$ cat src/rtl/ret_pkg.sv
`timescale 1ns / 1ps
// ----------------------------------------------------------------------------
// ret_pkg: shared types for the event object table
// Opcodes, status codes and the command token that walks the cell chain.
// ----------------------------------------------------------------------------
package ret_pkg;

  localparam int unsigned PID_W = 8;
  localparam int unsigned SIG_W = 8;
  localparam logic [SIG_W-1:0] SIG_SAT = '1;

  // configuration register byte addresses
  localparam logic [1:0] ADDR_MAX_SIG = 2'd0;

  // command opcodes
  typedef enum logic [1:0] {
    OP_RESET  = 2'd0,
    OP_CREATE = 2'd1,
    OP_WAIT   = 2'd2,
    OP_SIGNAL = 2'd3
  } op_e;

  // result status codes
  typedef enum logic [2:0] {
    ST_OK        = 3'd0,
    ST_INVALID   = 3'd1,
    ST_NOT_FOUND = 3'd2,
    ST_OWNED     = 3'd3,
    ST_FULL      = 3'd4
  } status_e;

  // command token, fixed-width part
  typedef struct packed {
    logic             valid;
    op_e              op;
    logic [PID_W-1:0] pid;
    logic             done;
    status_e          status;
    logic             blocks;
    logic             wake;
    logic [PID_W-1:0] wpid;
    logic             sw;
  } tok_t;

endpackage

$ cat src/rtl/ret_cell.sv
`timescale 1ns / 1ps
// ----------------------------------------------------------------------------
// ret_cell: one table entry of the event object chain
// Holds one slot, acts on the command token passing by and hands it on.
// ----------------------------------------------------------------------------
module ret_cell #(
  parameter int unsigned ID_BITS = 16
) (
  input  logic                         clk_i,
  input  logic                         rst_ni,
  input  logic                         en_i,
  input  logic                         clear_i,
  input  logic [ret_pkg::SIG_W-1:0]    max_sig_i,
  input  ret_pkg::tok_t                tok_i,
  input  logic [ID_BITS-1:0]           eid_i,
  input  logic [ID_BITS-1:0]           nid_i,
  output ret_pkg::tok_t                tok_o,
  output logic [ID_BITS-1:0]           eid_o,
  output logic [ID_BITS-1:0]           nid_o
);
  import ret_pkg::*;

  logic             valid_q, valid_d;
  logic [ID_BITS-1:0] id_q, id_d;
  logic [PID_W-1:0] owner_q, owner_d;
  logic [SIG_W-1:0] sig_q, sig_d;
  tok_t             tok_q, tok_d;
  logic [ID_BITS-1:0] eid_q, nid_q;
  logic             hit;
  logic             sig_room;

  assign hit = valid_q && (id_q == eid_i) && (eid_i != '0);
  assign sig_room = (max_sig_i == '0) ? (sig_q != SIG_SAT) : (sig_q < max_sig_i);

  // slot update and token handling
  always_comb begin
    valid_d = valid_q;
    id_d    = id_q;
    owner_d = owner_q;
    sig_d   = sig_q;
    tok_d   = tok_i;
    if (tok_i.valid && !tok_i.done) begin
      case (tok_i.op)
        OP_CREATE: begin
          if (!valid_q) begin
            valid_d    = 1'b1;
            id_d       = nid_i;
            owner_d    = '0;
            sig_d      = '0;
            tok_d.done = 1'b1;
          end
        end
        OP_WAIT: begin
          if (hit) begin
            tok_d.done = 1'b1;
            if (owner_q != '0 && owner_q != tok_i.pid) begin
              tok_d.status = ST_OWNED;
            end else if (sig_q != '0) begin
              valid_d = 1'b0;
            end else begin
              owner_d      = tok_i.pid;
              tok_d.blocks = 1'b1;
              tok_d.sw     = 1'b1;
            end
          end
        end
        OP_SIGNAL: begin
          if (hit) begin
            tok_d.done = 1'b1;
            if (sig_room) begin
              sig_d = sig_q + 1'b1;
            end
            if (owner_q != '0) begin
              tok_d.wake = 1'b1;
              tok_d.wpid = owner_q;
              tok_d.sw   = 1'b1;
              valid_d    = 1'b0;
            end
          end
        end
        default: begin
          tok_d = tok_i;
        end
      endcase
    end
  end

  // control registers
  always_ff @(posedge clk_i or negedge rst_ni) begin
    if (!rst_ni) begin
      valid_q <= 1'b0;
      tok_q   <= '0;
    end else if (en_i) begin
      valid_q <= clear_i ? 1'b0 : valid_d;
      tok_q   <= tok_d;
    end else if (clear_i) begin
      valid_q <= 1'b0;
    end
  end

  // slot payload and token payload
  always_ff @(posedge clk_i) begin
    if (en_i) begin
      id_q    <= id_d;
      owner_q <= owner_d;
      sig_q   <= sig_d;
      eid_q   <= eid_i;
      nid_q   <= nid_i;
    end
  end

  assign tok_o = tok_q;
  assign eid_o = eid_q;
  assign nid_o = nid_q;

endmodule

$ cat src/rtl/rtos_event_table_top.sv
`timescale 1ns / 1ps
// The command token passes through the register of each table cell in order,
// one table cell per cycle, then into the result register; it waits in the
// last cell while that register cannot take it. One command is in flight.
// Reset: rst_ni clears the table, the last issued ID and max_signal_count;
// an opcode 0 command clears the table in the cycle it is accepted.
// ----------------------------------------------------------------------------
// rtos_event_table_top: hardware table of kernel event objects
// Create, wait and signal commands resolved by a chain of slot cells.
// ----------------------------------------------------------------------------
module rtos_event_table_top #(
  parameter int unsigned MAX_EVENTS = 16,
  parameter int unsigned ID_BITS    = 16,
  localparam int unsigned IN_W  = ((2 + ID_BITS + ret_pkg::PID_W + 7) / 8) * 8,
  localparam int unsigned OUT_W = ((3 + ID_BITS + 3 + ret_pkg::PID_W + 7) / 8) * 8
) (
  input  logic             clk_i,
  input  logic             rst_ni,
  // slave side
  input  logic             s_axis_tvalid_i,
  output logic             s_axis_tready_o,
  // tdata: opcode, event_id, caller_pid (lowest first), zero padded
  input  logic [IN_W-1:0]  s_axis_tdata_i,
  // master side
  output logic             m_axis_tvalid_o,
  input  logic             m_axis_tready_i,
  // tdata: status, created_id, caller_blocks, wake_valid, wake_pid,
  // switch_request (lowest first), zero padded
  output logic [OUT_W-1:0] m_axis_tdata_o,
  // configuration port
  input  logic             psel_i,
  input  logic             penable_i,
  input  logic             pwrite_i,
  input  logic [1:0]       paddr_i,
  input  logic [31:0]      pwdata_i,
  output logic [31:0]      prdata_o,
  output logic             pready_o
);
  import ret_pkg::*;

  localparam int unsigned RES_W = 3 + ID_BITS + 3 + PID_W;

  logic [SIG_W-1:0]   max_sig_q;
  logic [ID_BITS-1:0] last_id_q;
  logic               busy_q;
  logic               out_valid_q;
  logic [RES_W-1:0]   out_data_q;

  tok_t               tok   [MAX_EVENTS+1];
  logic [ID_BITS-1:0] eid   [MAX_EVENTS+1];
  logic [ID_BITS-1:0] nid   [MAX_EVENTS+1];

  logic               in_xfer;
  logic               cfg_wr;
  logic               en;
  logic               take;
  logic [ID_BITS-1:0] nid_inc;
  tok_t               tail;
  status_e            res_status;
  logic [ID_BITS-1:0] res_created;

  // configuration register
  assign cfg_wr   = psel_i && penable_i && pwrite_i;
  assign pready_o = 1'b1;
  assign prdata_o = {{(32-SIG_W){1'b0}}, max_sig_q};

  always_ff @(posedge clk_i or negedge rst_ni) begin
    if (!rst_ni) begin
      max_sig_q <= '0;
    end else if (cfg_wr && paddr_i == ADDR_MAX_SIG) begin
      max_sig_q <= pwdata_i[SIG_W-1:0];
    end
  end

  // input token
  assign s_axis_tready_o = !busy_q;
  assign in_xfer = s_axis_tvalid_i && !busy_q;
  assign nid_inc = last_id_q + 1'b1;

  always_comb begin
    tok[0]        = '0;
    tok[0].valid  = in_xfer;
    tok[0].op     = op_e'(s_axis_tdata_i[1:0]);
    tok[0].pid    = s_axis_tdata_i[ID_BITS+2 +: PID_W];
    tok[0].status = ST_OK;
    eid[0]        = s_axis_tdata_i[2 +: ID_BITS];
    nid[0]        = (nid_inc == '0) ? {{(ID_BITS-1){1'b0}}, 1'b1} : nid_inc;
  end

  // chain stalls only when the tail token cannot leave
  assign tail = tok[MAX_EVENTS];
  assign take = tail.valid && (!out_valid_q || m_axis_tready_i);
  assign en   = !(tail.valid && !take);

  // cell chain
  for (genvar k = 0; k < MAX_EVENTS; k++) begin : g_cell
    ret_cell #(
      .ID_BITS (ID_BITS)
    ) u_cell (
      .clk_i     (clk_i),
      .rst_ni    (rst_ni),
      .en_i      (en),
      .clear_i   (in_xfer && tok[0].op == OP_RESET),
      .max_sig_i (max_sig_q),
      .tok_i     (tok[k]),
      .eid_i     (eid[k]),
      .nid_i     (nid[k]),
      .tok_o     (tok[k+1]),
      .eid_o     (eid[k+1]),
      .nid_o     (nid[k+1])
    );
  end

  // final status of the command leaving the chain
  always_comb begin
    res_status  = tail.status;
    res_created = '0;
    if (!tail.done) begin
      case (tail.op)
        OP_CREATE: res_status = ST_FULL;
        OP_WAIT,
        OP_SIGNAL: res_status = (eid[MAX_EVENTS] == '0) ? ST_INVALID : ST_NOT_FOUND;
        default:   res_status = ST_OK;
      endcase
    end else if (tail.op == OP_CREATE) begin
      res_created = nid[MAX_EVENTS];
    end
  end

  // busy flag, issued ID and result register
  always_ff @(posedge clk_i or negedge rst_ni) begin
    if (!rst_ni) begin
      busy_q      <= 1'b0;
      last_id_q   <= '0;
      out_valid_q <= 1'b0;
    end else begin
      if (in_xfer) begin
        busy_q <= 1'b1;
      end else if (take) begin
        busy_q <= 1'b0;
      end
      if (in_xfer && tok[0].op == OP_RESET) begin
        last_id_q <= '0;
      end else if (take && tail.op == OP_CREATE && tail.done) begin
        last_id_q <= nid[MAX_EVENTS];
      end
      if (take) begin
        out_valid_q <= 1'b1;
      end else if (m_axis_tready_i) begin
        out_valid_q <= 1'b0;
      end
    end
  end

  always_ff @(posedge clk_i) begin
    if (take) begin
      out_data_q <= {tail.sw, tail.wpid, tail.wake, tail.blocks, res_created, res_status};
    end
  end

  assign m_axis_tvalid_o = out_valid_q;
  assign m_axis_tdata_o  = {{(OUT_W-RES_W){1'b0}}, out_data_q};

endmodule
$ cat config.mk
export PLATFORM = sky130hd
export DESIGN_NAME = rtos_event_table_top
export DESIGN_NICKNAME = d
export VERILOG_FILES = /design/src/rtl/ret_pkg.sv /design/src/rtl/ret_cell.sv /design/src/rtl/rtos_event_table_top.sv
export SDC_FILE = /design/constraint.sdc
export NUM_CORES = 2
export LEC_CHECK = 0
export BUFFER_PORTS_ARGS = -buffer_cell sky130_fd_sc_hd__buf_2
export CAP_MARGIN = 15
export CORE_AREA = 2 2 480 482
export CTS_CLUSTER_DIAMETER = 150
export DETAILED_ROUTE_END_ITERATION = 6
export DIE_AREA = 0 0 482 484
export SYNTH_ARGS = -nofsm -noshare
export SYNTH_HDL_FRONTEND = slang
export SYNTH_HIERARCHICAL = 1
export SYNTH_SLANG_ARGS = --single-unit
$ cat constraint.sdc
create_clock -name clk_i -period 20.5 [get_ports clk_i]
set_input_delay 1.025 -clock clk_i [delete_from_list [all_inputs] [get_ports clk_i]]
set_output_delay 1.025 -clock clk_i [all_outputs]
set_load 0.05 [all_outputs]
==> results.py <==
metrics = {
    "setup_path": {
        "critPathLaunchType": "flip-flop",
        "cp_max_fo": 79,
        "critPathRequiredTime_ns": 20.89,
        "rr_worst_depth": 5,
        "ff2ff_setup_slack_ns": 15.54,
        "worst_setup_path_end_kind": "flip-flop",
        "path_class": "reg -> reg",
        "critPathArrivalTime_ns": 5.35,
        "rr_startpoint": "g_cell[15].u_cell/tok_o[25]$_DFFE_PN0P_",
        "r2r-end": "g_cell[0].u_cell/eid_o[2]$_DFFE_PP_",
    },
    "cts": {
        "cts.hold.buffers_added": 0,
        "root_buffer": "clkbuf_16",
        "cts_tree": "yes",
        "cts_inserted_buffers": 149,
        "clock_path_buffers": 3,
        "htreeDepth": 4,
        "cts_resized": 0,
        "cts.clk_slew.worst_paths_ns": 0.06,
        "cts_sinks": 1504,
        "clkLatencyLatePin_ns": 0.78,
        "post_cts_buffers": 0,
    },
    "cells_and_area": {
        "final_nets": 5507,
        "fillerInstances": 22360,
        "synthToLayoutAreaGrowth_pct": 12.8,
        "drive_above_1_share": 0.128,
        "regArea_mm2": 0.0429,
        "fin_util": 0.335,
        "multiInputGateArea_mm2": 0.0232,
    },
    "grt": {
        "grt_pass1_vias": 40334,
        "overflow": 0,
        "antenna_found_initial": 7,
        "track_usage": 0.126,
        "grt_pass1_wl_mm": 235,
        "grt_max_degree": 225,
    },
    "detailed_routing": {
        "drtAntennaViolNets": 0,
        "wl_mm": 150,
        "wl_per_cell_um": 17.9,
        "drt_iter0_drc": 2846,
        "dr.pass1.iters": 7,
        "via_per_inst": 4.74,
        "post-route-drc-count": 0,
        "vias": 39688,
    },
    "timing": {
        "fin_crit_ns": 4.96,
        "slew_viol_final": 0,
        "finalClockSkew_ns": 0.0332,
        "worst_pin_slew_ns": 1.14,
        "finalSetupTns_ns": 0,
        "slew-limit-headroom": 0.236,
        "grt_setup_unrepaired": "no",
        "max_freq_mhz": 202,
        "period_share": 0.242,
        "hold_viol": 0,
        "setup_viol": 0,
    },
    "floorplanning": {
        "die_w_um": 482,
        "dieArea_mm2": 0.233,
        "placeableCoreArea_mm2": 0.229,
        "start_util": 0.297,
        "num_rows": 176,
        "io_pins": 140,
        "dieHeight_um": 484,
    },
    "synthesis": {
        "syn_area_mm2": 0.0679,
        "avgSynthCellArea_um2": 13.4,
        "syn_inst": 5057,
        "yosys_warnings": 6,
    },
    "min_path": {
        "hold_class": "in -> async",
    },
    "power_and_ir_drop": {
        "p_per_area_mw_per_mm2": 120,
        "irDropWorstVdd_mv": 0.0959,
        "p_leak_uw": 0.0291,
    },
    "place": {
        "io_buffer_count": 82,
        "hpwlAfterDp_mm": 107,
        "place_congestion": 0.864,
    },
    "outcome": {
        "outcome": "finished clean",
    },
    "flow_run": {
        "drv_cap": 0,
    },
}
==> worst max path at each step <==
stage	startpoint	to	slack (ns)
after floorplan	m_axis_tready_i	g_cell[15].u_cell/tok_o[2]$_DFFE_PN0P_	0.85
after global placement	m_axis_tready_i	g_cell[0].u_cell/eid_o[4]$_DFFE_PP_	14.92
after detailed placement	m_axis_tready_i	g_cell[0].u_cell/eid_o[4]$_DFFE_PP_	14.81
after CTS	g_cell[15].u_cell/tok_o[25]$_DFFE_PN0P_	g_cell[1].u_cell/eid_o[15]$_DFFE_PP_	15.49
after global routing	g_cell[15].u_cell/tok_o[25]$_DFFE_PN0P_	g_cell[1].u_cell/eid_o[4]$_DFFE_PP_	15.16
final	g_cell[15].u_cell/tok_o[25]$_DFFE_PN0P_	g_cell[0].u_cell/eid_o[2]$_DFFE_PP_	15.54
==> critical path, cell delays in order, from the launching register on <==
cell and delay (ns):
dfrtp_1 0.40, nand3b_1 0.54, buf_4 0.78, buf_4 0.91, buf_4 0.85, buf_4 0.84
==> flip-flops by register name (all words and copies together), names as in the netlist, 30 cells and up <==
signal	cells
out_data_q	30
g_cell.u_cell/tok_o	408
g_cell.u_cell/eid_o	256
g_cell.u_cell/id_q	256
g_cell.u_cell/nid_o	256
g_cell.u_cell/owner_q	128
g_cell.u_cell/sig_q	128
==> power by group <==
part           switching (uW)  total, uW  internal [uW]
Clock                    1140       2620           1480
Combinational             952       1710            753
Sequential                678       4880           4200
Total                    2770       9210           6430
==> placed cells by master, fill, tap and decap left out, types with 14 or more instances in the layout <==
| master | n |
|---|---|
| and2b_2 | 16 |
| mux2_2 | 176 |
| o21a_1 | 14 |
| and3_1 | 82 |
| nor3_1 | 43 |
| conb_1 | 43 |
| o31a_1 | 14 |
| nand2b_1 | 63 |
| and2_1 | 232 |
| nor2b_1 | 165 |
| mux2i_1 | 27 |
| nand3b_1 | 14 |
| a31o_2 | 19 |
| buf_2 | 93 |
| a211oi_1 | 17 |
| clkbuf_16 | 152 |
| xor2_1 | 230 |
| dfrtp_1 | 442 |
| nand3_1 | 120 |
| o211ai_1 | 18 |
| a21o_1 | 39 |
| nand2_1 | 175 |
| inv_1 | 303 |
| nand4_1 | 82 |
| clkbuf_1 | 39 |
| buf_4 | 48 |
| and4_1 | 30 |
| edfxtp_1 | 1054 |
| a221o_1 | 64 |
| clkinv_2 | 25 |
| nor2_1 | 178 |
| ha_1 | 205 |
| clkinv_1 | 14 |
| nor4_1 | 177 |
| o21ai_0 | 107 |
| xnor2_1 | 260 |
| a21oi_1 | 91 |
| a22o_1 | 15 |
| a31oi_1 | 128 |
==> per-layer routing <==
metal,share of wire,GRT usage
met1,0.45,0.165
met2,0.49,0.211
met3,0.037,0.0189
met4,0.032,0.0489
met5,0,0
==> layout make-up <==
class,count,share of cell area
Antenna cell,1,0.0000327
Clock buffer,198,0.0528
Clock inverter,65,0.00759
Inverter,303,0.0148
Multi-Input combinational cell,3121,0.303
Sequential cell,1504,0.560
Tap cell,3026,0.0494
Timing Repair Buffer,150,0.0124
==> metrics by stage <==
stage / setup slack, ns / hold slack [ns] / power (uW) / instances / instance area (um2)
3_5_place_dp: 14.81 / 0.429 / 6650 / 8092 / 71900
5_1_grt: 15.16 / 0.327 / 9710 / 8368 / 76600
2_1_floorplan: 0.848 / 0.419 / 6010 / 5098 / 68100
6_report: 15.54 / 0.264 / 9210 / 8368 / 76600
4_1_cts: 15.49 / 0.276 / 9310 / 8355 / 76500
3_3_place_gp: 14.92 / 0.427 / 6580 / 8087 / 71900
No activity file was read; power rests on OpenSTA's default activity.
